$ cat src/tbi_pkg.sv
// Shared types, constants and register codes for the three-band isolator.
`timescale 1ns / 1ps

package tbi_pkg;

   // Defaults for the top-level parameters
   localparam int SAMPLE_WIDTH_DEFAULT   = 24;
   localparam int COEF_FRAC_BITS_DEFAULT = 22;

   // Fixed formats
   localparam int MAX_CHANNELS    = 2;
   localparam int STATE_WIDTH     = 40;
   localparam int X_WIDTH         = STATE_WIDTH - 2;   // sample moved up to state scale
   localparam int MUL_B_WIDTH     = STATE_WIDTH + 2;   // widest multiplicand (mid band)
   localparam int SPLIT           = MUL_B_WIDTH / 2;   // low/high halves of the multiplicand
   localparam int GAIN_WIDTH      = 17;
   localparam int GAIN_FRAC       = 16;
   localparam int COEF_WIDTH      = 24;
   localparam int COUNT_WIDTH     = 2;
   localparam int CSR_INDEX_WIDTH = 4;
   localparam int CSR_DATA_WIDTH  = 24;

   // Register reset values
   localparam logic [GAIN_WIDTH-1:0]         GAIN_UNITY    = 17'd65536;
   localparam logic signed [COEF_WIDTH-1:0]  LOW_A1_RESET  = -24'sd8135163;
   localparam logic signed [COEF_WIDTH-1:0]  LOW_A2_RESET  = 24'sd3948292;
   localparam logic signed [COEF_WIDTH-1:0]  HIGH_A1_RESET = -24'sd5903554;
   localparam logic signed [COEF_WIDTH-1:0]  HIGH_A2_RESET = 24'sd2292820;

   // Channel count codes
   localparam logic [COUNT_WIDTH-1:0] CH_NONE   = 2'd0;
   localparam logic [COUNT_WIDTH-1:0] CH_MONO   = 2'd1;
   localparam logic [COUNT_WIDTH-1:0] CH_STEREO = 2'd2;

   // Register indexes on the CSR port
   typedef enum logic [CSR_INDEX_WIDTH-1:0] {
      REG_LOW_GAIN      = 4'd0,
      REG_MID_GAIN      = 4'd1,
      REG_HIGH_GAIN     = 4'd2,
      REG_LOW_A1        = 4'd3,
      REG_LOW_A2        = 4'd4,
      REG_HIGH_A1       = 4'd5,
      REG_HIGH_A2       = 4'd6,
      REG_CHANNEL_COUNT = 4'd7
   } reg_index_type;

   // Multiply operations, in issue order
   localparam int OP_COUNT   = 9;
   localparam int STEP_COUNT = 2 * OP_COUNT;
   localparam int STEP_WIDTH = $clog2(STEP_COUNT);

   typedef enum logic [STEP_WIDTH-2:0] {
      OP_LOW_FF    = 4'd0,   // b0 * x for the low-pass
      OP_HIGH_FF   = 4'd1,   // b0 * x for the high-pass
      OP_LOW_A1    = 4'd2,
      OP_LOW_A2    = 4'd3,
      OP_HIGH_A1   = 4'd4,
      OP_HIGH_A2   = 4'd5,
      OP_GAIN_LOW  = 4'd6,
      OP_GAIN_MID  = 4'd7,
      OP_GAIN_HIGH = 4'd8
   } op_type;

   // Sequencer state
   typedef enum logic [1:0] {
      SEQ_IDLE,
      SEQ_RUN,
      SEQ_FINISH
   } seq_state_type;

   // Control word from the sequencer to every lane
   typedef struct packed {
      logic   start;    // latch the request sample and coefficient sums
      logic   mac_en;   // multiply-accumulate this cycle
      op_type op;       // operation being multiplied
      logic   hi;       // upper half of the multiplicand
      logic   fin_en;   // retire the previous operation
      op_type fin_op;   // operation being retired
   } ctrl_type;

endpackage

$ cat src/tbi_ctrl.sv
// Sequencer: steps both lanes through the nine two-pass multiplies of a frame.
`timescale 1ns / 1ps

module tbi_ctrl import tbi_pkg::*; (
   input  logic     clock,
   input  logic     reset,
   input  logic     req_valid,
   input  logic     out_free,
   output logic     req_stall,
   output logic     out_load,
   output ctrl_type ctrl
);

   seq_state_type state_ff, state_in;
   logic [STEP_WIDTH-1:0] step_ff, step_in;

   localparam logic [STEP_WIDTH-1:0] LAST_STEP = STEP_WIDTH'(STEP_COUNT - 1);

   // Next state and step counter
   always_comb begin
      state_in = state_ff;
      step_in  = step_ff;
      case (state_ff)
         SEQ_IDLE: begin
            step_in = '0;
            if (req_valid) begin
               state_in = SEQ_RUN;
            end
         end
         SEQ_RUN: begin
            if (step_ff == LAST_STEP) begin
               state_in = SEQ_FINISH;
               step_in  = '0;
            end else begin
               step_in = step_ff + 1'b1;
            end
         end
         SEQ_FINISH: begin
            if (out_free) begin
               state_in = SEQ_IDLE;
            end
         end
         default: begin
            state_in = SEQ_IDLE;
            step_in  = '0;
         end
      endcase
   end

   // Outputs
   always_comb begin
      req_stall   = 1'b1;
      out_load    = 1'b0;
      ctrl.start  = 1'b0;
      ctrl.mac_en = 1'b0;
      ctrl.op     = op_type'(step_ff[STEP_WIDTH-1:1]);
      ctrl.hi     = step_ff[0];
      ctrl.fin_en = 1'b0;
      ctrl.fin_op = op_type'(step_ff[STEP_WIDTH-1:1] - 1'b1);
      case (state_ff)
         SEQ_IDLE: begin
            req_stall  = 1'b0;
            ctrl.start = req_valid;
         end
         SEQ_RUN: begin
            ctrl.mac_en = 1'b1;
            // the first pass of each op retires the one before it
            ctrl.fin_en = !step_ff[0] && (step_ff != '0);
         end
         SEQ_FINISH: begin
            out_load = out_free;
         end
         default: begin
            req_stall = 1'b1;
         end
      endcase
   end

   always_ff @(posedge clock) begin
      if (reset) begin
         state_ff <= SEQ_IDLE;
         step_ff  <= '0;
      end else begin
         state_ff <= state_in;
         step_ff  <= step_in;
      end
   end

endmodule

$ cat config.mk
export PLATFORM = sky130hd
export DESIGN_NAME = tbi_ctrl
export DESIGN_NICKNAME = d
export VERILOG_FILES = /design/src/tbi_pkg.sv /design/src/tbi_ctrl.sv
export SDC_FILE = /design/constraint.sdc
export NUM_CORES = 1
export LEC_CHECK = 0
export BUFFER_PORTS_ARGS = -buffer_cell sky130_fd_sc_hd__buf_2
export CAP_MARGIN = 20
export CORE_AREA = 2 2 39 41
export CTS_CLUSTER_SIZE = 12
export DETAILED_ROUTE_END_ITERATION = 16
export DIE_AREA = 0 0 41 43
export HOLD_SLACK_MARGIN = 0.06
export MAX_ROUTING_LAYER = met4
export PLACE_DENSITY_LB_ADDON = 0.3
export SYNTH_ARGS = -nofsm -noshare
export SYNTH_HDL_FRONTEND = slang
export SYNTH_SLANG_ARGS = --single-unit
export TNS_END_PERCENT = 10
$ cat constraint.sdc
create_clock -name clock -period 1.3 [get_ports clock]
set_clock_uncertainty 0.05 [all_clocks]
set_input_delay 0 -clock clock [delete_from_list [all_inputs] [get_ports clock]]
set_output_delay 0 -clock clock [all_outputs]
set_load 0.03 [all_outputs]
; Word level (Yosys, flattened, before mapping)
; Cells that the tools add are included.
[classes]
add_sub_neg = 2
n_mul = 0
div_mod_pow = 0
order_cmp = 0
n_eq_ne = 6
shift = 0
n_mux = 11
n_bitwise = 0
n_reduce_logical = 5
[ops]
columns = op, count
row1 = 5-bit one-hot mux with 2 select lines, 1
row2 = 2-bit two-way mux, 3
row3 = 2-bit inequality test (second input constant), 3
row4 = 2-bit one-hot mux with 3 select lines, 1
row5 = 5-bit by 1-bit adder with 5-bit output (second input constant), 1
row6 = 5-bit == test (second input constant), 1
row7 = 1-bit two-way mux, 5
row8 = 5-bit two-way mux, 1
row9 = 5-bit nonzero test, 1
row10 = 4-bit by 1-bit subtractor with 4-bit output (second input constant), 1
row11 = 3-bit AND reduction, 1
row12 = 2-bit by 1-bit == test with 1-bit output (second input constant), 1
row13 = 2-bit == test (second input constant), 1
row14 = 2-bit zero test, 1
row15 = 1-bit logical AND, 1
row16 = 1-bit zero test, 1
[word_totals]
regBits = 7
latch_bits = 0
ramBits = 0
romBits = 0
elab_cells = 26
mem_count = 0

; Logic depth before layout (Yosys ltp)
[logic_depth]
ltp_word = 3
ltp_mapped = 5

; Least setup slack after synthesis
; No wires, ideal clock.
[synth_timing]
kind = register to output
from = register step_ff[1]
to = output port ctrl[4] (netlist name)
arrival_time_ns = 1.883
path_slack_ns = -0.633
stages_incl_launch_ff = 5
path_buffers = 0
cell_sequence = dfxtp_1 -> inv_1 -> ha_1 -> nor4b_1 -> nor3_1
[synth_rtl]
columns = item, line
row1 = "start, declared", tbi_ctrl.sv:15  ; logic [STEP_WIDTH-1:0] step_ff, step_in;
row2 = "start signal, assigned", tbi_ctrl.sv:85  ; step_ff <= step_in;
row3 = "end, declared", tbi_ctrl.sv:11  ; output ctrl_type ctrl

==> flow_summary_export.csv <==
group,metric,value,unit
outcome,outcome,"finished with violations",
outcome,violations,"setup timing",
floorplanning,io_pins,18,
worst_setup_path,cp-end-kind,"output pin",
global_route,globalRouteMet1Util,0.1987,
sta,maxSlewViolCount,0,
yosys,avgSynthCellArea,8.531,um2
yosys,synth_warnings,0,
sta,setup_tns,-0.1425,ns
clock_network,cts-root-buf,"clkbuf_4",
placed_design,placed_cell_area,654.4,um2
power,ir_drop,0.4986,mV
worst_setup_path,worst_r2r_endpoint,"step_ff[4]",
sta,rsz0062_at_grt,"yes",
clock_network,cts_buffers,3,
yosys,synthSimpleGateAreaFrac,0.3040,
clock_network,h-tree-depth,1,
floorplanning,initial_core_util,0.3391,
global_route,grt-ovfl-total,0,
clock_network,cts.sinks,7,
global_route,antenna_found_initial,0,
global_route,grt_use_met2,0.2844,
yosys,syn-instance-count,55,
clock_network,clk_pin_slew,0.05,ns
route,vias,495,
yosys,synth_fa_ha_area_frac,0.1333,
power,power_density,655.7,nW/um2
yosys,synthMuxAreaShare,0.02133,
yosys,yosysSeqAreaShare,0.2987,
worst_setup_path,cp.required,1.25,ns
sta,timing.final.ws_setup,-0.08216,ns
floorplanning,coreArea,1384,um2
placed_design,io_buffers,17,
floorplanning,dieArea,1763,um2
sta,fmax,0.7235,GHz
floorplanning,dieHeight,43,um
sta,setup_viol,5,
global_route,grt_first_pass_wirelength,2.028,mm
yosys,synthXorXnorAreaFrac,0.03733,
yosys,syn_nets,64,
clock_network,clock_path_buffers,2,
placed_design,dpl.hpwl,883.1,um
floorplanning,die_x,41,um
sta,relSlewSlack,0.8251,
floorplanning,row_count,14,
sta,hold_violations,0,
worst_setup_path,cp_max_fo,4,
sta,finalCritPeriodShare,1.063,
sta,fin_crit,1.382,ns
route,drt_pass1_iterations,3,
yosys,synth_seq_cells,7,
worst_setup_path,startpoint,"step_ff[1]",
clock_network,cts_tree,"built",
cells_and_area,utilization,0.5949,
sta,worst_pin_slew,0.2612,ns
route,drt-initial-drc-count,3,
worst_setup_path,reg2regPathDepth,5,
global_route,grt_max_degree,10,
yosys,synth_top_family_by_area,"simple AND/OR/NAND/NOR gates",
worst_setup_path,reg2reg_from,"step_ff[1]",
placed_design,place_congestion,0.7949,
global_route,busiest_layer,"met2",
route,wire_per_inst,12.18,um
clock_network,clock_latency,0.25,ns
worst_setup_path,reg2reg_slack,-0.02,ns
cells_and_area,synthToLayoutAreaGrowth,75.47,%
yosys,syn-cell-area,469.2,um2
global_route,grt_pass1_vias,483,
cells_and_area,layout-drive-gt1-share,0.5698,
yosys,synth_compound_area_frac,0.1173,
worst_setup_path,cp-endpoint,"ctrl[4]",
global_route,grtUsageTotal,0.1787,
worst_setup_path,crit_arrival,1.33,ns
cells_and_area,finish.instance_area,823.3,um2
hold_path,hp-class,"reg2reg",
global_route,gr-usage-met3,0.03141,
route,wl,1.242,mm
worst_setup_path,start_kind,"flip-flop",
route,drc,0,
worst_setup_path,crit_type,"reg2out",
flow_run,max_cap_violations,0,
power,p_leak,0.3609,nW
route,vias_per_cell,4.853,
cells_and_area,antenna_cells,0,
route,ant_nets,0,
cells_and_area,fin_nets,96,
yosys,ys_types,28,
## logic make-up after synthesis
family / after synthesis
AOI/OAI and AO/OA: 8
xor gates and xnor gates: 2
adders and majority gates: 5
buffers and inverters: 10
DFF: 7
muxes: 1
and+or+nand+nor: 22
## metrics by stage
step                      hold slack, ns  setup WS [ns]  instances  power [mW]
after floorplan                   0.1014        -0.1019         55      0.2998
after global placement            0.2304      -0.007205         92      0.3228
after detailed placement          0.2403       0.003625         92      0.3239
after CTS                         0.4546       -0.09302        102      0.5463
after global routing              0.4845        -0.1476        102      0.5821
final                             0.4632       -0.08216        102      0.5398
## repair_timing
action | CTS | global route
hold endpoints to repair | 7 | 0
resized for setup | 17 | 9
setup endpoints to repair | 6 | 14
hold buffers | 3 | 0
buffers inserted | 3 | 0
pin swaps | 2 | 2
## area by class of cell
class / count / area (um2)
Fill cell: 127 / 560.5
Multi-Input combinational cell: 38 / 380.4
Timing Repair Buffer: 29 / 209.0
Sequential cell: 7 / 153.9
Inverter: 8 / 33.78
Clock buffer: 4 / 26.28
Tap cell: 16 / 20.02
## power by group
group	leakage, nW	total, mW	switching, mW	internal [mW]
combinational	0.286	0.115	0.0633	0.0516
sequential	0.0599	0.226	0.00927	0.217
clock	0.0150	0.199	0.0816	0.117
total	0.361	0.540	0.154	0.386
## cell usage in the layout (no fill, tap or decap), types with 2 or more instances in the layout
master / netlist / final
a21oi_1: 2 / 2
buf_2: 0 / 11
buf_4: 1 / 12
buf_6: 0 / 3
clkbuf_4: 0 / 3
dfxtp_1: 7 / 2
dfxtp_2: 0 / 2
dfxtp_4: 0 / 3
dlygate4sd3_1: 0 / 3
ha_1: 5 / 3
ha_4: 0 / 2
inv_1: 8 / 7
nand2_1: 3 / 2
nand4_1: 2 / 2
nor2_1: 3 / 3
or3_1: 2 / 2
## layer usage
layer / vias to the layer above / routed length (um)
li1: 257 / -
met1: 222 / 543
met2: 14 / 643
met3: 2 / 48
met4: 0 / 6
met5: - / 0
## sequential cells by signal, indices dropped and copies added (netlist names)
signal / cells
step_ff: 5
state_ff: 2
## critical path, cell delays in order, from the launching register on
cell,delay (ns)
dfxtp_4,0.35
clkinvlp_4,0.12
ha_4,0.18
nor4b_4,0.13
nor3_4,0.15
buf_6,0.15
## worst min-delay path by stage
| stage | startpoint | end | cells past startpoint |
|---|---|---|---|
| floorplan | req_valid | ctrl[11] | 2 |
| global placement | reset | step_ff[2] | 2 |
| detailed placement | reset | step_ff[2] | 2 |
| CTS | state_ff[1] | state_ff[0] | 1 |
| global route | step_ff[3] | step_ff[3] | 2 |
| finish | step_ff[3] | step_ff[3] | 2 |
## cells in the mapped netlist
cell	number	share of area
a21oi_1	2	0.021
a2bb2oi_1	1	0.019
a31oi_1	1	0.013
a32oi_1	1	0.019
and2_1	1	0.013
and2b_2	1	0.019
buf_1	1	0.0080
buf_4	1	0.016
dfxtp_1	7	0.30
ha_1	5	0.13
inv_1	8	0.064
mux2i_1	1	0.021
nand2_1	3	0.024
nand2b_4	1	0.029
nand3_1	1	0.011
nand3b_1	1	0.016
nand4_1	2	0.027
nand4bb_2	1	0.035
nor2_1	3	0.024
nor3_1	3	0.032
nor3b_1	1	0.016
nor4b_1	1	0.019
o21ai_0	1	0.011
o31ai_1	1	0.016
o32ai_1	1	0.019
or2_2	1	0.013
or3_1	2	0.027
xor2_1	2	0.037
(Power assumes the default switching activity.)
