`src/tbi_pkg.sv`:
```
// Shared types, constants and register codes for the three-band isolator.
`timescale 1ns / 1ps

package tbi_pkg;

   // Defaults for the top-level parameters
   localparam int SAMPLE_WIDTH_DEFAULT   = 24;
   localparam int COEF_FRAC_BITS_DEFAULT = 22;

   // Fixed formats
   localparam int MAX_CHANNELS    = 2;
   localparam int STATE_WIDTH     = 40;
   localparam int X_WIDTH         = STATE_WIDTH - 2;   // sample moved up to state scale
   localparam int MUL_B_WIDTH     = STATE_WIDTH + 2;   // widest multiplicand (mid band)
   localparam int SPLIT           = MUL_B_WIDTH / 2;   // low/high halves of the multiplicand
   localparam int GAIN_WIDTH      = 17;
   localparam int GAIN_FRAC       = 16;
   localparam int COEF_WIDTH      = 24;
   localparam int COUNT_WIDTH     = 2;
   localparam int CSR_INDEX_WIDTH = 4;
   localparam int CSR_DATA_WIDTH  = 24;

   // Register reset values
   localparam logic [GAIN_WIDTH-1:0]         GAIN_UNITY    = 17'd65536;
   localparam logic signed [COEF_WIDTH-1:0]  LOW_A1_RESET  = -24'sd8135163;
   localparam logic signed [COEF_WIDTH-1:0]  LOW_A2_RESET  = 24'sd3948292;
   localparam logic signed [COEF_WIDTH-1:0]  HIGH_A1_RESET = -24'sd5903554;
   localparam logic signed [COEF_WIDTH-1:0]  HIGH_A2_RESET = 24'sd2292820;

   // Channel count codes
   localparam logic [COUNT_WIDTH-1:0] CH_NONE   = 2'd0;
   localparam logic [COUNT_WIDTH-1:0] CH_MONO   = 2'd1;
   localparam logic [COUNT_WIDTH-1:0] CH_STEREO = 2'd2;

   // Register indexes on the CSR port
   typedef enum logic [CSR_INDEX_WIDTH-1:0] {
      REG_LOW_GAIN      = 4'd0,
      REG_MID_GAIN      = 4'd1,
      REG_HIGH_GAIN     = 4'd2,
      REG_LOW_A1        = 4'd3,
      REG_LOW_A2        = 4'd4,
      REG_HIGH_A1       = 4'd5,
      REG_HIGH_A2       = 4'd6,
      REG_CHANNEL_COUNT = 4'd7
   } reg_index_type;

   // Multiply operations, in issue order
   localparam int OP_COUNT   = 9;
   localparam int STEP_COUNT = 2 * OP_COUNT;
   localparam int STEP_WIDTH = $clog2(STEP_COUNT);

   typedef enum logic [STEP_WIDTH-2:0] {
      OP_LOW_FF    = 4'd0,   // b0 * x for the low-pass
      OP_HIGH_FF   = 4'd1,   // b0 * x for the high-pass
      OP_LOW_A1    = 4'd2,
      OP_LOW_A2    = 4'd3,
      OP_HIGH_A1   = 4'd4,
      OP_HIGH_A2   = 4'd5,
      OP_GAIN_LOW  = 4'd6,
      OP_GAIN_MID  = 4'd7,
      OP_GAIN_HIGH = 4'd8
   } op_type;

   // Sequencer state
   typedef enum logic [1:0] {
      SEQ_IDLE,
      SEQ_RUN,
      SEQ_FINISH
   } seq_state_type;

   // Control word from the sequencer to every lane
   typedef struct packed {
      logic   start;    // latch the request sample and coefficient sums
      logic   mac_en;   // multiply-accumulate this cycle
      op_type op;       // operation being multiplied
      logic   hi;       // upper half of the multiplicand
      logic   fin_en;   // retire the previous operation
      op_type fin_op;   // operation being retired
   } ctrl_type;

endpackage

```
`src/tbi_merge.sv`:
```
// Merge stage: picks lane results by channel mode and holds the response register.
`timescale 1ns / 1ps

module tbi_merge import tbi_pkg::*; #(
   parameter int SAMPLE_WIDTH = SAMPLE_WIDTH_DEFAULT
) (
   input  logic                           clock,
   input  logic                           reset,
   input  logic                           out_load,
   input  logic [COUNT_WIDTH-1:0]         channel_count,
   input  logic signed [SAMPLE_WIDTH-1:0] lane_result [MAX_CHANNELS],
   input  logic signed [SAMPLE_WIDTH-1:0] lane_sample [MAX_CHANNELS],
   input  logic                           rsp_stall,
   output logic                           out_free,
   output logic                           rsp_valid,
   output logic signed [SAMPLE_WIDTH-1:0] rsp_left_out,
   output logic signed [SAMPLE_WIDTH-1:0] rsp_right_out
);

   logic                           valid_ff, valid_in;
   logic signed [SAMPLE_WIDTH-1:0] left_ff, left_in, right_ff, right_in;
   logic signed [SAMPLE_WIDTH-1:0] left_sel, right_sel;

   // Channel mode selection
   always_comb begin
      case (channel_count)
         CH_NONE: begin
            left_sel  = lane_sample[0];
            right_sel = lane_sample[1];
         end
         CH_MONO: begin
            left_sel  = lane_result[0];
            right_sel = lane_result[0];
         end
         default: begin
            left_sel  = lane_result[0];
            right_sel = lane_result[1];
         end
      endcase
   end

   // Response register
   assign out_free = !valid_ff || !rsp_stall;

   always_comb begin
      valid_in = valid_ff && rsp_stall;
      left_in  = left_ff;
      right_in = right_ff;
      if (out_load) begin
         valid_in = 1'b1;
         left_in  = left_sel;
         right_in = right_sel;
      end
   end

   always_ff @(posedge clock) begin
      if (reset) begin
         valid_ff <= 1'b0;
      end else begin
         valid_ff <= valid_in;
      end
   end

   always_ff @(posedge clock) begin
      left_ff  <= left_in;
      right_ff <= right_in;
   end

   assign rsp_valid     = valid_ff;
   assign rsp_left_out  = left_ff;
   assign rsp_right_out = right_ff;

endmodule

```
`config.mk`:
```
export PLATFORM = sky130hd
export DESIGN_NAME = tbi_merge
export DESIGN_NICKNAME = d
export VERILOG_FILES = /design/src/tbi_pkg.sv /design/src/tbi_merge.sv
export SDC_FILE = /design/constraint.sdc
export NUM_CORES = 1
export LEC_CHECK = 0
export BUFFER_PORTS_ARGS = -buffer_cell sky130_fd_sc_hd__buf_4
export CAP_MARGIN = 20
export CORE_MARGIN = 8
export CORE_UTILIZATION = 45
export CTS_CLUSTER_SIZE = 40
export DETAILED_ROUTE_END_ITERATION = 10
export HOLD_SLACK_MARGIN = 0.06
export PLACE_DENSITY = 0.83
export SLEW_MARGIN = 5
export SYNTH_ARGS = -nofsm -noshare
export SYNTH_HDL_FRONTEND = slang
export SYNTH_SLANG_ARGS = --single-unit
```
`constraint.sdc`:
```
create_clock -name clock -period 1.9 [get_ports clock]
set_clock_uncertainty 0.05 [all_clocks]
set_input_delay 0.19 -clock clock [delete_from_list [all_inputs] [get_ports clock]]
set_output_delay 0.19 -clock clock [all_outputs]
set_load 0.005 [all_outputs]
```
; After elaboration in Yosys (flattened, before gate mapping)
; Cells that the tools add are included.
[totals]
reg_bits = 49
in_bits = 102
output_inout_bits = 50
elab_cells = 12
[op_classes]
n_eq_ne = 1
n_mux = 3
reduce_logical = 5
[ops]
columns = operator, n
row1 = $pmux 24 s2, 1
row2 = $mux 24, 1
row3 = $eq 2x1->1 const B, 1
row4 = $logic_not 1->1, 2
row5 = $logic_not 2->1, 1
row6 = $logic_and 1x1->1, 1
row7 = $logic_or 1x1->1, 1
row8 = $mux 1, 1

; Depth between registers and ports, before layout
; Gate-level depths: netlist of run 1.
[logic_depth]
ltp_word = 2
depth_mapped = 4
mapped_depth_nobuf = 2

; Worst setup path before layout of run 1
; Ideal clock, no wire load.
[synth_timing]
path_type = input to register
from = input channel_count[0]
to = register left_ff[13] (netlist: rsp_left_out[13]), data pin
setup_time_ns = 0.260
t_arrival_ns = 0.943
required_ns = 1.590
setup_slack_ns = 0.647
stages = 4
n_path_buf = 2
path_cell_list = buf_6 -> nor2_4 -> buf_6 -> mux2_2
[synth_via]
elab_chain_cells = 2
[synth_rtl]
columns = element, line_no
row1 = from (decl), tbi_merge.sv:10  ; input logic [COUNT_WIDTH-1:0] channel_count,
row2 = $logic_not 2->1, tbi_merge.sv:26  ; case (channel_count)
row3 = $mux 24, tbi_merge.sv:26
row4 = named net left_sel[13], tbi_merge.sv:22  ; logic signed [SAMPLE_WIDTH-1:0] left_sel, right_sel;
row5 = to (signal assigned), tbi_merge.sv:65  ; left_ff <= left_in;
row6 = to (decl), tbi_merge.sv:21  ; logic signed [SAMPLE_WIDTH-1:0] left_ff, left_in, right_ff, right_in;
; The timed path passes the listed nets, and every way through them passes these cells.
; A chain may end at the register's enable or synchronous reset.

; Final worst setup path of run 1
[layout_timing]
from = input channel_count[0]
to = register right_ff[15] (netlist: rsp_right_out[15]), data pin
[layout_via]
elab_chain_cells = 2
elab_cells_between_ends = 3
cone_classes = eq/ne: 1 / mux: 1 / reduce/logical: 1
[layout_rtl]
columns = element, line_no
row1 = $eq 2x1->1 / $logic_not 2->1 (equally long branches), tbi_merge.sv:26
row2 = $pmux 24 s2 (*), tbi_merge.sv:26
row3 = named net right_sel[15], tbi_merge.sv:22
row4 = to (signal assigned), tbi_merge.sv:66  ; right_ff <= right_in;
row5 = to (decl), tbi_merge.sv:21
; The timed path passes the listed nets; every way through them passes the cells marked *.

==> flow_summary.ini, run 1 <==
[worst_setup_path]
worstSetupPathType = input pin to register
worst_ep_required_time_ns = 1.88
cp_max_fo = 14
start_kind = input pin
crit_arrival_ns = 1.09
end_kind = register

[die]
rows = 26
die-height_um = 87.3
die_area_mm2 = 0.00761
pin_count = 152
start_util_pct = 45.6
coreArea_mm2 = 0.00501
die_x_um = 87.3

[logic_synthesis]
syn-num-nets = 261
seq_area_frac_synth_pct = 64.0
synthCells = 159
yosys_warnings = 0
netlist_area_mm2 = 0.00228
syn_area_per_cell_um2 = 14.4
ys_ff_latch = 49
yosysUniqueCellTypes = 13

[clocking]
clk_root_buffer_cell = clkbuf_8
cts_made_buffers = 5
clk_pin_slew_ns = 0.08
clk_latency_ns = 0.29
clock-sinks = 49
cts_tree = built
clockBufferDepth = 2
cts_resized = 0
h-tree-depth = 2

[run_status]
status = complete, no violations

[routing]
drc = 0
antenna_left = 0
wl_per_cell_um = 17.8
viasPerCell = 4.79
dr.pass1.iters = 4
drtIter0Drc = 86
totalWireLength_um = 6800
num_vias = 1835

[global_route]
grt_pass1_wl_um = 10100
grt_antenna_before_repair = 0
met3_usage_pct = 6.23
grt.overflow.total = 0
gr-usage-all-layers_pct = 17.5
grt_max_degree = 50
grt_busiest_layer = met2
grt_use_met2_pct = 33.3
grt_use_met1_pct = 16.3
grt_pass1_vias = 1994

[place]
dpl.cell_count = 374
routabilityCongestion = 0.786
port-buffer-count = 151
place_area_mm2 = 0.00346
dpl.hpwl_um = 5240

[timing]
rsz0062_at_grt = no
worst_slew_pin_slew_ns = 0.649
min_period_ns = 1.11
final.setup.tns_ns = 0
slew_headroom_pct = 56.7
post-route-period-util_pct = 58.4
fmax_ghz = 0.901
setup_viol = 0
finalMaxSlewViolations = 0
timing.final.hold_violations = 0

[pwr]
powerDensity_mw_per_mm2 = 686
intPower_uw = 1890
clkPwrFrac_pct = 24.2
combPwrFrac_pct = 21.0
leakagePower_uw = 0.00159
peakVddDrop_mv = 0.446
power.switching_uw = 543
p_sw_share_pct = 22.3
seq_power_share_pct = 54.8

[layout]
fin_cells = 383
nets = 414
drive_gt1_share_pct = 58.8
diodes = 0
design_area_mm2 = 0.00355
area_growth_pct = 55.3
num-fill-cells = 393

[hold_path]
hold_class = input pin to register

[run]
cap_violations = 0
[what timing repair did]
item / 4_1_cts / 5_1_grt
hold buffers: 1 / 0
hold endpoints to repair: 1 / 0
buffers inserted: 0 / 0
[cell families (layout without fill, tap and decap cells)]
family          Yosys count  count (layout)  synth area share (%)
simple gates             27              27                  4.76
flops                    49              49                  64.0
compound gates           25              25                  5.48
mux                      48              48                  22.3
buf+inv                  10             164                  3.45
[synth_stat cells (all sizes together)]
master / count / area [um^2]
clkbuf: 2 / 7.51
buf: 8 / 71.3
nor2: 2 / 15.0
dfxtp: 1 / 20.0
edfxtp: 48 / 1440
mux2: 24 / 270
nand2: 25 / 93.8
a21oi: 1 / 5.00
mux2i: 24 / 240
o21ai: 24 / 120
[path summary, 6_finish.rpt]
| check | start | endpoint | slack (ns) | cells after the start |
|---|---|---|---|---|
| setup / recovery | channel_count[0] | rsp_right_out[15] | 0.79 | 4 |
| hold / removal | rsp_stall | rsp_valid | 0.07 | 3 |
| setup reg to reg | rsp_valid | rsp_valid | 1.24 | 2 |
| hold reg to reg | rsp_valid | rsp_valid | 0.48 | 2 |
[critical path: stages]
cell	delay [ns]
buf_4	0.22
buf_4	0.33
mux2i_1	0.25
o21ai_0	0.09
[layout by cell type, fill, tap and decap left out, drive strengths merged]
master / count
nand2: 25
edfxtp: 48
o21ai: 24
dfxtp: 1
buf: 155
mux2i: 24
a21oi: 1
nor2: 2
dlygate4sd3: 1
clkbuf: 8
mux2: 24
[registers in the layout (all words and copies together) (netlist names)]
name,cells
rsp_right_out,24
rsp_valid,1
rsp_left_out,24
[metal layers]
layer | up-vias | part of all wire [%]
met3 | 10 | 9.1
met5 | - | 0
met2 | 73 | 55
met4 | 0 | 1.6
met1 | 853 | 34
li1 | 899 | -
[layout make-up]
class	count	area [um^2]	area share [%]
Clock buffer	8	80.1	2.26
Multi-Input combinational cell	100	744	21.0
Sequential cell	49	1460	41.2
Tap cell	70	87.6	2.47
Timing Repair Buffer	156	1170	33.1
[metrics by stage]
stage	hold slack [ns]	utilization [%]	power, uW	setup WS, ns
2_1_floorplan	0.212	-	1510	0.647
3_3_place_gp	0.298	69.0	1860	0.517
3_5_place_dp	0.300	69.0	1870	0.471
4_1_cts	0.0662	70.8	2460	0.791
5_1_grt	0.0914	70.8	2540	0.754
6_report	0.0741	70.8	2430	0.791
[power groups by stage]
stage / registers, uW / logic, uW / clock network (uW)
finish: 1330 / 511 / 589
global placement: 1350 / 505 / 0
floorplan: 1370 / 139 / 0
detailed placement: 1360 / 516 / 0
CTS: 1330 / 519 / 605
global route: 1340 / 552 / 646
Power figures use the tool's default switching activity.
==> inputs of run 2 (changes only) <==
Settings changed: CORE_UTILIZATION 45 to 38, PLACE_DENSITY 0.83 to 0.75.
Clock period 1.9 ns to 0.95 ns, I/O delays scaled along.
==> flow_summary.ini, run 2 (synthesized netlist as in run 1, its figures left out) <==
[run_status]
status = finished with violations
failed_checks = negative setup slack

[worst_setup_path]
start_kind = register
end_kind = primary output
crit_arrival_ns = 0.84
cp_max_fo = 1
worstSetupPathType = register to primary output
crit_path_cell_trace = buf_6
worst_ep_required_time_ns = 0.81
cp.buffers_inverters = 1
cp_top_family = flip-flops
crit_slowest_cell = edfxtp_1
slowest_delay_ns = 0.41

[timing]
final.setup.tns_ns = -0.480
setup_ws_ns = -0.0310
finalMaxSlewViolations = 0
slew_headroom_pct = 70.5
setup_viol = 36
fmax_ghz = 1.02
whs_ns = 0.0389
rsz0062_at_grt = yes
post-route-period-util_pct = 103
worst_slew_pin_slew_ns = 0.443
timing.final.hold_violations = 0
min_period_ns = 0.981

[place]
dpl.cell_count = 383
dpl.hpwl_um = 5550
port-buffer-count = 151
routabilityCongestion = 0.713

[global_route]
grt_antenna_before_repair = 0
grt.overflow.total = 0
grt_max_degree = 49
grt_pass1_wl_um = 11200
gr-usage-all-layers_pct = 16.2
grt_pass1_vias = 2154

[routing]
dr.pass1.iters = 4
num_vias = 1992
drc = 0
drtIter0Drc = 89
viasPerCell = 4.78
wl_per_cell_um = 17.7
totalWireLength_um = 7380
antenna_left = 0

[run]
cap_violations = 0

[pwr]
leakagePower_uw = 0.00178
powerDensity_mw_per_mm2 = 1280
peakVddDrop_mv = 0.671

[clocking]
clk_latency_ns = 0.29
cts_tree = built
cts_made_buffers = 5
clockBufferDepth = 2
clock-sinks = 49
clk_pin_slew_ns = 0.09
postCtsHoldBufs = 26
h-tree-depth = 2
clk_root_buffer_cell = clkbuf_8

[layout]
nets = 443
layout_commonest_cell = buf_4
final_cell_mix = 128 x buf_4, 48 x edfxtp_1, 27 x buf_6, 26 x dlygate4sd3_1
fin_cells = 417
fin_util_pct = 68.4
area_growth_pct = 75.2
diodes = 0
drive_gt1_share_pct = 56.4
num-fill-cells = 466

[die]
pin_count = 152
die-height_um = 93.5
die_area_mm2 = 0.00875
die_x_um = 93.5
coreArea_mm2 = 0.00585
rows = 28
start_util_pct = 39.1

[hold_path]
hold_class = input pin to register
run 2: area by class of cell:
type / count / area (um^2) / area share (%)
Multi-Input combinational cell: 100 / 754 / 18.8
Sequential cell: 49 / 1460 / 36.5
Clock buffer: 5 / 68.8 / 1.72
Clock inverter: 3 / 17.5 / 0.438
Timing Repair Buffer: 185 / 1610 / 40.1
Tap cell: 75 / 93.8 / 2.34
run 2: path summary, 6_finish.rpt:
kind              cells after the start  slack (ns)                end               from
setup / recovery                      1       -0.03  rsp_right_out[21]  rsp_right_out[21]
hold / removal                        2        0.04   rsp_left_out[15]    lane_sample[39]
setup reg to reg                      2        0.28          rsp_valid          rsp_valid
hold reg to reg                       2        0.46          rsp_valid          rsp_valid
run 2: timing repair:
item,in CTS,in global routing
pin swaps,1,1
setup buffers,0,0
cloned,0,0
endpoints found under the hold margin,49,22
setup endpoints to repair,49,51
gates resized for setup,7,24
run 2: per-stage QoR:
| stage | setup slack, ns | cell area, um^2 | total power (uW) |
|---|---|---|---|
| 4_1_cts | -0.0431 | 3920 | 5110 |
| 5_1_grt | -0.0761 | 4000 | 5350 |
| 2_1_floorplan | -0.206 | 2300 | 3030 |
| 3_5_place_dp | -0.276 | 3550 | 3800 |
| 6_report | -0.0310 | 4000 | 5120 |
| 3_3_place_gp | -0.251 | 3550 | 3770 |
run 2: report_power, final:
part / internal, uW / total [uW] / switching [uW]
Combinational: 812 / 1220 / 412
Sequential: 2610 / 2690 / 75.0
Clock: 510 / 1200 / 694
Total: 3930 / 5120 / 1180
run 2: metal layers:
metal  vias to the layer above  part of all wire (%)  global-route usage [%]
met5                         -                     0                       0
met4                         0                   1.1                    3.43
met3                         9                   8.2                    6.25
met2                        93                    54                    29.4
met1                       935                    37                    17.3
li1                        955                     -                       -
==> inputs of run 3 (changes only) <==
Settings changed: CORE_MARGIN 8 to not set, SETUP_SLACK_MARGIN set to 0.4.
==> flow_summary.ini, run 3 (synthesized netlist as in run 1, its figures left out) <==
[timing]
slew_headroom_pct = 77.4
whs_ns = -0.109
rsz0062_at_grt = yes
worst_slew_pin_slew_ns = 0.339
timing.final.hold_violations = 1
setup_viol = 53
min_period_ns = 0.999
finalMaxSlewViolations = 0
post-route-period-util_pct = 105
setup_ws_ns = -0.0487
final.setup.tns_ns = -0.617
fmax_ghz = 1.00

[place]
place_area_mm2 = 0.00356
dpl.cell_count = 380
port-buffer-count = 151
place_ws_ns = -0.275
routabilityCongestion = 0.800
dpl.hpwl_um = 4790

[die]
rows = 27
die_x_um = 79.5
pin_count = 152
start_util_pct = 40.5
die-height_um = 79.5
die_area_mm2 = 0.00633
coreArea_mm2 = 0.00564

[layout]
fin_cells = 399
fin_util_pct = 72.2
final-seq-area_mm2 = 0.00146
area_growth_pct = 78.4
nets = 429
num-fill-cells = 416
diodes = 0
layout_commonest_cell = buf_4
final_cell_mix = 131 x buf_4, 48 x edfxtp_1, 25 x buf_6
design_area_mm2 = 0.00408
multi_input_area_um2 = 861
drive_gt1_share_pct = 63.3

[pwr]
peakVddDrop_mv = 0.691
powerDensity_mw_per_mm2 = 1270
leakagePower_uw = 0.00186

[routing]
drtIter0Drc = 70
drc = 0
wl_per_cell_um = 17.0
num_vias = 1964
antenna_left = 0
totalWireLength_um = 6790
viasPerCell = 4.92
dr.pass1.iters = 4

[global_route]
gr-usage-all-layers_pct = 22.4
grt_pass1_wl_um = 10300
grt.overflow.total = 0
grt_max_degree = 49
grt_antenna_before_repair = 0
grt_pass1_vias = 2104

[run_status]
failed_checks = negative hold slack, negative setup slack
status = finished with violations

[worst_setup_path]
crit_arrival_ns = 0.85
cp_top_family = flip-flops
crit_path_cell_trace = buf_4
crit_slowest_cell = edfxtp_1
cp_max_fo = 1
start_kind = register
end_kind = primary output
slowest_delay_ns = 0.41
worstSetupPathType = register to primary output
cp.buffers_inverters = 1
worst_ep_required_time_ns = 0.81

[clocking]
cts_tree = built
clockBufferDepth = 2
clk_latency_ns = 0.29
clk_pin_slew_ns = 0.09
h-tree-depth = 2
clock-sinks = 49
cts_made_buffers = 5
clk_root_buffer_cell = clkbuf_8

[hold_path]
hold_class = input pin to register

[run]
cap_violations = 0
run 3: what timing repair did:
item,in CTS,in global routing
pin swaps,3,4
gates cloned,4,0
resized for setup,66,23
endpoints found under the setup margin,99,99
setup buffers,7,1
hold endpoints to repair,46,41
run 3: layer usage:
layer / vias up / global-route usage, % / part of all wire (%)
met1: 942 / 23.2 / 35
met4: 0 / 9.27 / 2.3
met3: 12 / 6.29 / 7.0
met2: 81 / 41.8 / 56
met5: - / 0 / 0
li1: 929 / - / -
run 3: per-stage QoR:
| stage | power [uW] | hold slack [ns] |
|---|---|---|
| floorplan | 3030 | 0.110 |
| global placement | 3770 | 0.194 |
| detailed placement | 3800 | 0.200 |
| CTS | 5130 | -0.121 |
| global route | 5400 | -0.115 |
| finish | 5180 | -0.109 |
run 3: layout make-up:
class	instances	area share, %
multi-input combinational	100	21.1
sequential	49	35.9
clock buffer	6	1.78
clock inverter	1	0.0921
timing repair buffer	171	38.9
tap	72	2.21
run 3: power breakdown:
part	switching [uW]	leakage (uW)	total [uW]	internal, uW
sequential	71.7	0.000477	2680	2610
combinational	450	0.00134	1340	892
clock	654	0.0000387	1150	498
run 3: worst paths after layout:
kind / from / slack (ns) / end / cells past startpoint
hold / removal: reset / -0.11 / rsp_valid / 2
setup / recovery: rsp_left_out[7] / -0.05 / rsp_left_out[7] / 1
hold reg to reg: rsp_valid / 0.55 / rsp_valid / 3
setup reg to reg: rsp_valid / 0.19 / rsp_valid / 3
