[src/tbi_pkg.sv]
// Shared types, constants and register codes for the three-band isolator.
`timescale 1ns / 1ps

package tbi_pkg;

   // Defaults for the top-level parameters
   localparam int SAMPLE_WIDTH_DEFAULT   = 24;
   localparam int COEF_FRAC_BITS_DEFAULT = 22;

   // Fixed formats
   localparam int MAX_CHANNELS    = 2;
   localparam int STATE_WIDTH     = 40;
   localparam int X_WIDTH         = STATE_WIDTH - 2;   // sample moved up to state scale
   localparam int MUL_B_WIDTH     = STATE_WIDTH + 2;   // widest multiplicand (mid band)
   localparam int SPLIT           = MUL_B_WIDTH / 2;   // low/high halves of the multiplicand
   localparam int GAIN_WIDTH      = 17;
   localparam int GAIN_FRAC       = 16;
   localparam int COEF_WIDTH      = 24;
   localparam int COUNT_WIDTH     = 2;
   localparam int CSR_INDEX_WIDTH = 4;
   localparam int CSR_DATA_WIDTH  = 24;

   // Register reset values
   localparam logic [GAIN_WIDTH-1:0]         GAIN_UNITY    = 17'd65536;
   localparam logic signed [COEF_WIDTH-1:0]  LOW_A1_RESET  = -24'sd8135163;
   localparam logic signed [COEF_WIDTH-1:0]  LOW_A2_RESET  = 24'sd3948292;
   localparam logic signed [COEF_WIDTH-1:0]  HIGH_A1_RESET = -24'sd5903554;
   localparam logic signed [COEF_WIDTH-1:0]  HIGH_A2_RESET = 24'sd2292820;

   // Channel count codes
   localparam logic [COUNT_WIDTH-1:0] CH_NONE   = 2'd0;
   localparam logic [COUNT_WIDTH-1:0] CH_MONO   = 2'd1;
   localparam logic [COUNT_WIDTH-1:0] CH_STEREO = 2'd2;

   // Register indexes on the CSR port
   typedef enum logic [CSR_INDEX_WIDTH-1:0] {
      REG_LOW_GAIN      = 4'd0,
      REG_MID_GAIN      = 4'd1,
      REG_HIGH_GAIN     = 4'd2,
      REG_LOW_A1        = 4'd3,
      REG_LOW_A2        = 4'd4,
      REG_HIGH_A1       = 4'd5,
      REG_HIGH_A2       = 4'd6,
      REG_CHANNEL_COUNT = 4'd7
   } reg_index_type;

   // Multiply operations, in issue order
   localparam int OP_COUNT   = 9;
   localparam int STEP_COUNT = 2 * OP_COUNT;
   localparam int STEP_WIDTH = $clog2(STEP_COUNT);

   typedef enum logic [STEP_WIDTH-2:0] {
      OP_LOW_FF    = 4'd0,   // b0 * x for the low-pass
      OP_HIGH_FF   = 4'd1,   // b0 * x for the high-pass
      OP_LOW_A1    = 4'd2,
      OP_LOW_A2    = 4'd3,
      OP_HIGH_A1   = 4'd4,
      OP_HIGH_A2   = 4'd5,
      OP_GAIN_LOW  = 4'd6,
      OP_GAIN_MID  = 4'd7,
      OP_GAIN_HIGH = 4'd8
   } op_type;

   // Sequencer state
   typedef enum logic [1:0] {
      SEQ_IDLE,
      SEQ_RUN,
      SEQ_FINISH
   } seq_state_type;

   // Control word from the sequencer to every lane
   typedef struct packed {
      logic   start;    // latch the request sample and coefficient sums
      logic   mac_en;   // multiply-accumulate this cycle
      op_type op;       // operation being multiplied
      logic   hi;       // upper half of the multiplicand
      logic   fin_en;   // retire the previous operation
      op_type fin_op;   // operation being retired
   } ctrl_type;

endpackage

[src/tbi_lane.sv]
// One channel lane: low-pass and high-pass biquads and band recombination on one MAC.
`timescale 1ns / 1ps

module tbi_lane import tbi_pkg::*; #(
   parameter int SAMPLE_WIDTH   = SAMPLE_WIDTH_DEFAULT,
   parameter int COEF_FRAC_BITS = COEF_FRAC_BITS_DEFAULT
) (
   input  logic                           clock,
   input  logic                           reset,
   input  ctrl_type                       ctrl,
   input  logic                           active,
   input  logic signed [SAMPLE_WIDTH-1:0] sample_in,
   input  logic [GAIN_WIDTH-1:0]          low_gain,
   input  logic [GAIN_WIDTH-1:0]          mid_gain,
   input  logic [GAIN_WIDTH-1:0]          high_gain,
   input  logic signed [COEF_WIDTH-1:0]   low_a1,
   input  logic signed [COEF_WIDTH-1:0]   low_a2,
   input  logic signed [COEF_WIDTH-1:0]   high_a1,
   input  logic signed [COEF_WIDTH-1:0]   high_a2,
   output logic signed [SAMPLE_WIDTH-1:0] sample_out,
   output logic signed [SAMPLE_WIDTH-1:0] result_out
);

   localparam int STATE_FRAC = STATE_WIDTH - SAMPLE_WIDTH - 2;
   localparam int AW =
      ((COEF_FRAC_BITS > COEF_WIDTH) ? COEF_FRAC_BITS : COEF_WIDTH) + 2;
   localparam int ACC_W     = AW + MUL_B_WIDTH + 2;
   localparam int BAND_W    = AW + X_WIDTH - COEF_FRAC_BITS - 2;
   localparam int OUT_SHIFT = GAIN_FRAC + STATE_FRAC;

   localparam logic signed [AW-1:0]    COEF_ONE  = AW'(1) << COEF_FRAC_BITS;
   localparam logic signed [ACC_W-1:0] BIAS_BAND = ACC_W'(1) << (COEF_FRAC_BITS + 1);
   localparam logic signed [ACC_W-1:0] BIAS_FB   = ACC_W'(1) << (COEF_FRAC_BITS - 1);
   localparam logic signed [ACC_W-1:0] BIAS_OUT  = ACC_W'(1) << (OUT_SHIFT - 1);
   localparam logic signed [ACC_W-1:0] ST_MAX =
      ACC_W'((longint'(1) <<< (STATE_WIDTH - 1)) - 1);
   localparam logic signed [ACC_W-1:0] ST_MIN = ~ST_MAX;
   localparam logic signed [ACC_W-1:0] SMP_MAX =
      ACC_W'((longint'(1) <<< (SAMPLE_WIDTH - 1)) - 1);
   localparam logic signed [ACC_W-1:0] SMP_MIN = ~SMP_MAX;

   function automatic logic signed [STATE_WIDTH-1:0] sat_state(
      input logic signed [ACC_W-1:0] v
   );
      logic signed [STATE_WIDTH-1:0] r;
      if (v > ST_MAX) begin
         r = ST_MAX[STATE_WIDTH-1:0];
      end else if (v < ST_MIN) begin
         r = ST_MIN[STATE_WIDTH-1:0];
      end else begin
         r = v[STATE_WIDTH-1:0];
      end
      return r;
   endfunction

   function automatic logic signed [SAMPLE_WIDTH-1:0] sat_sample(
      input logic signed [ACC_W-1:0] v
   );
      logic signed [SAMPLE_WIDTH-1:0] r;
      if (v > SMP_MAX) begin
         r = SMP_MAX[SAMPLE_WIDTH-1:0];
      end else if (v < SMP_MIN) begin
         r = SMP_MIN[SAMPLE_WIDTH-1:0];
      end else begin
         r = v[SAMPLE_WIDTH-1:0];
      end
      return r;
   endfunction

   // Per-request registers
   logic signed [X_WIDTH-1:0]     x_ff, x_in;
   logic signed [AW-1:0]          lsum_ff, lsum_in, hsum_ff, hsum_in;
   logic signed [BAND_W-1:0]      lb_ff, lb_in, hb_ff, hb_in;
   logic signed [STATE_WIDTH-1:0] low_ff, low_in, high_ff, high_in;
   logic signed [MUL_B_WIDTH-1:0] mid_ff, mid_in;
   logic signed [ACC_W-1:0]       acc_ff, acc_in;

   // Filter state, kept across requests
   logic signed [STATE_WIDTH-1:0] lp_s1_ff, lp_s1_in, lp_s2_ff, lp_s2_in;
   logic signed [STATE_WIDTH-1:0] hp_s1_ff, hp_s1_in, hp_s2_ff, hp_s2_in;

   // Multiplier operands
   logic signed [AW-1:0]          a_op;
   logic signed [MUL_B_WIDTH-1:0] b_op;
   logic signed [ACC_W-1:0]       bias;
   logic                          clear;
   logic signed [SPLIT:0]         mb;
   logic signed [AW+SPLIT:0]      prod;
   logic signed [ACC_W-1:0]       addend;

   // Rounded views of the finished accumulator
   logic signed [ACC_W-1:0] sh_band, sh_fb, sh_out;

   // Request latch: sample at state scale, feed-forward coefficient sums
   always_comb begin
      x_in    = x_ff;
      lsum_in = lsum_ff;
      hsum_in = hsum_ff;
      if (ctrl.start) begin
         x_in    = {sample_in, {STATE_FRAC{1'b0}}};
         lsum_in = COEF_ONE + AW'(low_a1) + AW'(low_a2);
         hsum_in = COEF_ONE - AW'(high_a1) + AW'(high_a2);
      end
   end

   // Operand selection per operation
   always_comb begin
      a_op  = '0;
      b_op  = '0;
      bias  = BIAS_FB;
      clear = !ctrl.hi;
      case (ctrl.op)
         OP_LOW_FF: begin
            a_op = lsum_ff;
            b_op = MUL_B_WIDTH'(x_ff);
            bias = BIAS_BAND;
         end
         OP_HIGH_FF: begin
            a_op = hsum_ff;
            b_op = MUL_B_WIDTH'(x_ff);
            bias = BIAS_BAND;
         end
         OP_LOW_A1: begin
            a_op = AW'(low_a1);
            b_op = MUL_B_WIDTH'(low_ff);
         end
         OP_LOW_A2: begin
            a_op = AW'(low_a2);
            b_op = MUL_B_WIDTH'(low_ff);
         end
         OP_HIGH_A1: begin
            a_op = AW'(high_a1);
            b_op = MUL_B_WIDTH'(high_ff);
         end
         OP_HIGH_A2: begin
            a_op = AW'(high_a2);
            b_op = MUL_B_WIDTH'(high_ff);
         end
         OP_GAIN_LOW: begin
            a_op = AW'($signed({1'b0, low_gain}));
            b_op = MUL_B_WIDTH'(low_ff);
            bias = BIAS_OUT;
         end
         OP_GAIN_MID: begin
            // keeps accumulating onto the low band term
            a_op  = AW'($signed({1'b0, mid_gain}));
            b_op  = mid_ff;
            clear = 1'b0;
         end
         OP_GAIN_HIGH: begin
            a_op  = AW'($signed({1'b0, high_gain}));
            b_op  = MUL_B_WIDTH'(high_ff);
            clear = 1'b0;
         end
         default: begin
            clear = 1'b0;
         end
      endcase
   end

   // Two-pass multiply-accumulate: unsigned low half, then signed high half
   always_comb begin
      if (ctrl.hi) begin
         mb = {b_op[MUL_B_WIDTH-1], b_op[MUL_B_WIDTH-1:SPLIT]};
      end else begin
         mb = {1'b0, b_op[SPLIT-1:0]};
      end
      prod = a_op * mb;
      if (ctrl.hi) begin
         addend = ACC_W'(prod) <<< SPLIT;
      end else begin
         addend = ACC_W'(prod);
      end
      acc_in = acc_ff;
      if (ctrl.mac_en) begin
         acc_in = (clear ? bias : acc_ff) + addend;
      end
   end

   assign sh_band = acc_ff >>> (COEF_FRAC_BITS + 2);
   assign sh_fb   = acc_ff >>> COEF_FRAC_BITS;
   assign sh_out  = acc_ff >>> OUT_SHIFT;

   // Retire the previous operation: band values and state updates
   always_comb begin
      lb_in    = lb_ff;
      hb_in    = hb_ff;
      low_in   = low_ff;
      high_in  = high_ff;
      mid_in   = mid_ff;
      lp_s1_in = lp_s1_ff;
      lp_s2_in = lp_s2_ff;
      hp_s1_in = hp_s1_ff;
      hp_s2_in = hp_s2_ff;
      if (ctrl.fin_en) begin
         case (ctrl.fin_op)
            OP_LOW_FF: begin
               lb_in  = sh_band[BAND_W-1:0];
               low_in = sat_state(sh_band + ACC_W'(lp_s1_ff));
            end
            OP_HIGH_FF: begin
               hb_in   = sh_band[BAND_W-1:0];
               high_in = sat_state(sh_band + ACC_W'(hp_s1_ff));
            end
            OP_LOW_A1: begin
               mid_in = MUL_B_WIDTH'(x_ff) - MUL_B_WIDTH'(low_ff) - MUL_B_WIDTH'(high_ff);
               if (active) begin
                  lp_s1_in = sat_state((ACC_W'(lb_ff) <<< 1) - sh_fb + ACC_W'(lp_s2_ff));
               end
            end
            OP_LOW_A2: begin
               if (active) begin
                  lp_s2_in = sat_state(ACC_W'(lb_ff) - sh_fb);
               end
            end
            OP_HIGH_A1: begin
               if (active) begin
                  hp_s1_in = sat_state(-(ACC_W'(hb_ff) <<< 1) - sh_fb + ACC_W'(hp_s2_ff));
               end
            end
            OP_HIGH_A2: begin
               if (active) begin
                  hp_s2_in = sat_state(ACC_W'(hb_ff) - sh_fb);
               end
            end
            default: begin
               // gain terms only accumulate
            end
         endcase
      end
   end

   assign sample_out = x_ff[X_WIDTH-1 -: SAMPLE_WIDTH];
   assign result_out = sat_sample(sh_out);

   // Datapath registers
   always_ff @(posedge clock) begin
      x_ff    <= x_in;
      lsum_ff <= lsum_in;
      hsum_ff <= hsum_in;
      lb_ff   <= lb_in;
      hb_ff   <= hb_in;
      low_ff  <= low_in;
      high_ff <= high_in;
      mid_ff  <= mid_in;
      acc_ff  <= acc_in;
   end

   // Filter state
   always_ff @(posedge clock) begin
      if (reset) begin
         lp_s1_ff <= '0;
         lp_s2_ff <= '0;
         hp_s1_ff <= '0;
         hp_s2_ff <= '0;
      end else begin
         lp_s1_ff <= lp_s1_in;
         lp_s2_ff <= lp_s2_in;
         hp_s1_ff <= hp_s1_in;
         hp_s2_ff <= hp_s2_in;
      end
   end

endmodule

[config.mk]
export PLATFORM = sky130hd
export DESIGN_NAME = tbi_lane
export DESIGN_NICKNAME = d
export VERILOG_FILES = /design/src/tbi_pkg.sv /design/src/tbi_lane.sv
export SDC_FILE = /design/constraint.sdc
export NUM_CORES = 2
export LEC_CHECK = 0
export BUFFER_PORTS_ARGS = -buffer_cell sky130_fd_sc_hd__buf_2
export CAP_MARGIN = 40
export CORE_MARGIN = 8
export CORE_UTILIZATION = 55
export CTS_CLUSTER_SIZE = 8
export DETAILED_ROUTE_END_ITERATION = 10
export PLACE_DENSITY = 0.72
export SETUP_SLACK_MARGIN = 0.3
export SLEW_MARGIN = 15
export SYNTH_ARGS = -nofsm -noshare
export SYNTH_HDL_FRONTEND = slang
export SYNTH_SLANG_ARGS = --single-unit
[constraint.sdc]
create_clock -name clock -period 23.6 [get_ports clock]
set_clock_uncertainty 0.05 [all_clocks]
set_input_delay 5.9 -clock clock [delete_from_list [all_inputs] [get_ports clock]]
set_output_delay 5.9 -clock clock [all_outputs]
set_load 0.01 [all_outputs]
# Word level (Yosys, flattened, before mapping)
# Cells that the tools add are included.
[word_totals] out_inout_bits=48 register_bits=508
[op_classes] mux=19 order_cmp=14 n_addsub=16 n_reduce_logical=14 mul=1 eq_ne=13
[ops] op="40-bit 2-to-1 mux" n=10
[ops] op="26-bit one-hot mux with 9 select lines" n=1
[ops] op="42-bit one-hot mux with 4 select lines" n=1
[ops] op="49-bit by 40-bit > comparator with 1-bit output, second input constant" n=2
[ops] op="49-bit by 40-bit less-than comparator with 1-bit output, second input constant" n=2
[ops] op="40-bit by 48-bit subtractor with 49-bit output" n=2
[ops] op="46-bit by 40-bit adder with 47-bit output" n=2
[ops] op="47-bit by 40-bit > comparator with 1-bit output, second input constant" n=2
[ops] op="47-bit by 40-bit less-than comparator with 1-bit output, second input constant" n=2
[ops] op="70-bit by 40-bit adder with 70-bit output" n=1
[ops] op="70-bit by 69-bit adder with 70-bit output" n=1
[ops] op="70-bit by 40-bit > comparator with 1-bit output, second input constant" n=1
[ops] op="70-bit by 40-bit less-than comparator with 1-bit output, second input constant" n=1
[ops] op="70-bit 2-to-1 mux" n=1
[ops] op="41-bit negation with 70-bit output" n=1
[ops] op="70-bit by 48-bit subtractor with 70-bit output" n=1
[ops] op="68-bit 2-to-1 mux" n=1
[ops] op="30-bit one-hot mux with 2 select lines" n=1
[ops] op="25-bit by 24-bit adder with 26-bit output" n=2
[ops] op="49-bit by 40-bit adder with 50-bit output" n=1
[ops] op="50-bit by 40-bit > comparator with 1-bit output, second input constant" n=1
[ops] op="50-bit by 40-bit less-than comparator with 1-bit output, second input constant" n=1
[ops] op="41-bit by 48-bit subtractor with 49-bit output" n=1
[ops] op="26-bit by 22-bit multiplier with 48-bit output" n=1
[ops] op="20 further kinds" n=37

# Depth between registers and ports, before layout
[depth] word_depth=7 mapped_depth=52 depth_no_buf=48

# Least setup slack after synthesis
# Ideal clock, no wire load.
[synth_timing] path_kind="input -> register" start="in ctrl[9] in the netlist's numbering" end="reg acc_ff[62] (data pin)" t_arrival_ns=17.113 stages=47 n_path_buf=5 t_required_ns=23.285 slack_ns=6.172 cell_sequence="clkbuf_1 nor4b_1 clkbuf_1 a221oi_1 nand3_1 clkbuf_1 clkbuf_1 nand2_1 fa_1 inv_1 fa_1 inv_1 fa_1 inv_1 fa_1 fa_1 fa_1 inv_1 (+11 left out) nor2_1 xnor2_1 mux2_2 ha_1 clkbuf_1 a21o_1 a21o_1 a21o_1 a21o_1 a21o_1 a21o_1 a221o_1 a21o_1 a31oi_1 o21ai_1 a221oi_1 o21ai_0 xor2_1"
[synth_between] elab_chain_len=7 elab_cells_between_ends=22 classes_between="1 x add/sub; 1 x mul; 8 x eq/ne; 7 x mux; 5 x reduce/logical"
[synth_rtl] element="start, declared" line_no="tbi_lane.sv:10" rtl="input ctrl_type ctrl,"
[synth_rtl] element="4-bit by 3-bit equality test with 1-bit output, or another cell as far along" line_no="tbi_lane.sv:112" rtl="case (ctrl.op)"
[synth_rtl] element="3-bit OR reduction (no line) / 2-bit OR reduction (equally long branches)"
[synth_rtl] element="42-bit one-hot mux with 4 select lines" line_no="tbi_lane.sv:112"
[synth_rtl] element="22-bit 2-to-1 mux" line_no="tbi_lane.sv:163" rtl="if (ctrl.hi) begin"
[synth_rtl] element="26-bit by 22-bit multiplier with 48-bit output" line_no="tbi_lane.sv:168" rtl="prod = a_op * mb;"
[synth_rtl] element="68-bit 2-to-1 mux" line_no="tbi_lane.sv:169" rtl="if (ctrl.hi) begin"
[synth_rtl] element="70-bit by 69-bit adder with 70-bit output *" line_no="tbi_lane.sv:176" rtl="acc_in = (clear ? bias : acc_ff) + addend;"
[synth_rtl] element="end signal, assigned" line_no="tbi_lane.sv:246" rtl="acc_ff <= acc_in;"
[synth_rtl] element="end, declared" line_no="tbi_lane.sv:76" rtl="logic signed [ACC_W-1:0] acc_ff, acc_in;"
# Mark *: on every way between the ends. The rest lies on a longest branch, timed or not.
# A chain may end at the register's enable or synchronous reset.

# Final worst setup path
[layout_timing] start="in ctrl[9] in the netlist's numbering" end="reg acc_ff[69] (data pin)"
# Same word-level chain as after synthesis.

==> run metrics <==
global-route wire length before repair 347500 um; Crit-path slowest cell fa_1; maximum capacitance violations 0; FF+latch area between 10000 and 15000 sq um; layout cells sized above 1 7.643%; Seq/Total Area, Yosys 19.94%; postcts setup bufs 0; area delta synth->final 8.341%; total congestion overflow 0; Worst R2R Setup Slack 10740 ps; CP required 23950 ps; Filler Cell Count between 10000 and 15000; CTS hold repair buffers 0; RSZ-0062 raised after global routing false; CP top delay family compound AO/OA/AOI/OAI gates; largest net degree at the start of global routing just over 80; placed wire-length estimate 181300 um; number of synthesized flops with an enable pin 348; drt pass-1 iters 9; initial antenna violation count 8; ys flop type edfxtp_1; CP peak stage delay 550 ps; max-slew headroom at the worst pin 38.22%; Fin. Hold Viols 0; CTS H-tree lvls 3; vias per cell just over 6; WS Path Type in -> reg; post-synthesis cell count just under 8000; via count 59402; Worst Path Arrival approximately 19000 ps; CP max FO 33; area of the multi-input gates 49540 sq um; DIE HEIGHT 368.9 um; fmax around 54 MHz; Clock transition at path regs 60 ps; Die X 368.9 um; I/O Buffers about 230; most used cell, CP fa_1; per-cell routed wire length 23.20 um; CP startpoint kind input port; GP Congestion 0.9902; async set or reset register ratio after synthesis 0%; Post-CTS Resized 0; worst slew pin tran between 900 and 1000 ps; Pins Over Slew Limit 0; NumNets Final 9564; DRC errors left 0; Final Setup Violations 0; hold crit path type reg -> reg; core area about 120000 sq um; final WL 225100 um; outcome complete, no violations; Netlist cell types 101; clk sinks just over 500; clock root cell clkbuf_16; I/O Pins 234; Die ar. 136100 sq um; Worst Path Buf+Inv 7; register bit total from synthesis between 500 and 600; Mapped Area 68480 sq um; fin crit share 77.90%; vias in the first global route 59524; Max clock buf depth 3; CTS tree yes; syn_nets 9426; Starting Density between 50% and 60%; FP Rows 129; YS warnings 0; Setup TNS 0 ps; clk_lat worst skew 660 ps; GR Util All Layers 32.41%; mean post-synth cell area 8.700 sq um; Routed Antenna Nets 0; First DRT Iteration DRCs 5929; min Tclk post-route about 18000 ps; nature of the critical path endpoint flop; CTS Buf Count 77
==> synth_stat cells, drive strengths merged (27+ instances only) <==
cell type  number  area (sq um)
o21a           71         540.5
buf            52         284.0
nand2         782          2935
clkbuf        256         963.4
and2           72         450.4
and3           68         425.4
inv          1152          4324
nor2b          90         563.0
a211oi        184          1491
ha            658          8233
edfxtp        348         10450
nor2          628          2357
o21bai         57         427.9
a21o          306          2297
a31oi          65         434.2
or3            37         231.5
fa            711         14230
nand2b         92         575.6
nor3          134         720.7
nand4          58         362.9
o31ai          28         235.2
xnor2         273          2391
dfxtp         160          3203
or2            27         168.9
xor2          154          1349
a22oi          71         533.0
nand3         134         670.6
a21oi         472          2362
o21ai         330          1663
==> logic make-up after synthesis <==
group,count (synthesis),synth area share [%]
xor gates and xnor gates,427,5.461
muxes,22,0.3472
adders and majority gates,1369,32.81
and+or+nand+nor,2206,14.76
buffers and inverters,1460,8.136
AOI/OAI and AO/OA,1879,18.55
DFF,508,19.94
==> cells in the final DEF, fill, tap and decap left out, types with 119 or more instances in the layout <==
cell type     n
a211oi_1    159
a21o_1      306
a21oi_1     470
buf_2       230
buf_4       123
dfxtp_1     160
edfxtp_1    348
fa_1        711
ha_1        658
inv_1      1151
nand2_1     782
nand3_1     134
nor2_1      626
nor3_1      119
o21ai_0     302
xnor2_1     273
xor2_1      154
==> worst min-delay path: stages (launching register included) <==
cell,delay [ps]
dfxtp_1,290
inv_1,80
a211oi_1,70
==> final timing paths <==
check | start | to | cells past startpoint
setup reg to reg | x_ff[37] | acc_ff[69] | 42
hold / removal | hp_s2_ff[0] | hp_s2_ff[0] | 2
setup / recovery | ctrl[9] | acc_ff[69] | 46
hold reg to reg | hp_s2_ff[0] | hp_s2_ff[0] | 2
==> state kept, by name, indices dropped and copies added (netlist names) <==
| signal | cells |
|---|---|
| x_ff | 24 |
| high_ff | 40 |
| lp_s1_ff | 40 |
| hp_s2_ff | 40 |
| low_ff | 40 |
| lsum_ff | 26 |
| lp_s2_ff | 40 |
| hp_s1_ff | 40 |
| acc_ff | 70 |
| hsum_ff | 26 |
| mid_ff | 42 |
| hb_ff | 40 |
| lb_ff | 40 |
==> metrics by stage <==
stage | cells | area [sq um] | worst slack, ps | utilization, % | hold WS, ps
finish | 9700 | 74190 | 5215 | 60.01 | 436.8
global route | 9697 | 74180 | 4500 | 60.00 | 466.5
CTS | 9692 | 74110 | 5324 | 59.94 | 435.0
detailed placement | 9562 | 71830 | 4745 | 58.10 | 427.8
global placement | 9546 | 71590 | 4283 | 57.91 | 418.6
floorplan | 7871 | 68480 | 6172 | - | 391.2
==> layout make-up <==
class                   count  share of cell area, %
clock buffers             118                  2.887
inverters                1152                  5.828
well taps                1637                  2.761
clock inverters            12                 0.1805
diodes                      3                0.01012
multi-input cells        5903                  66.77
repair buffers            367                  3.157
flip-flops and latches    508                  18.40
==> per-layer routing <==
layer	vias to the layer above	wire length, um	GRT usage (%)
met5	-	40	0
met4	6	12570	14.85
li1	27073	-	-
met1	28823	89950	42.08
met3	622	21790	7.302
met2	2878	100700	51.59
Power is not shown: default switching activity piles up to over one toggle a cycle in this logic, so the estimate is an artifact.
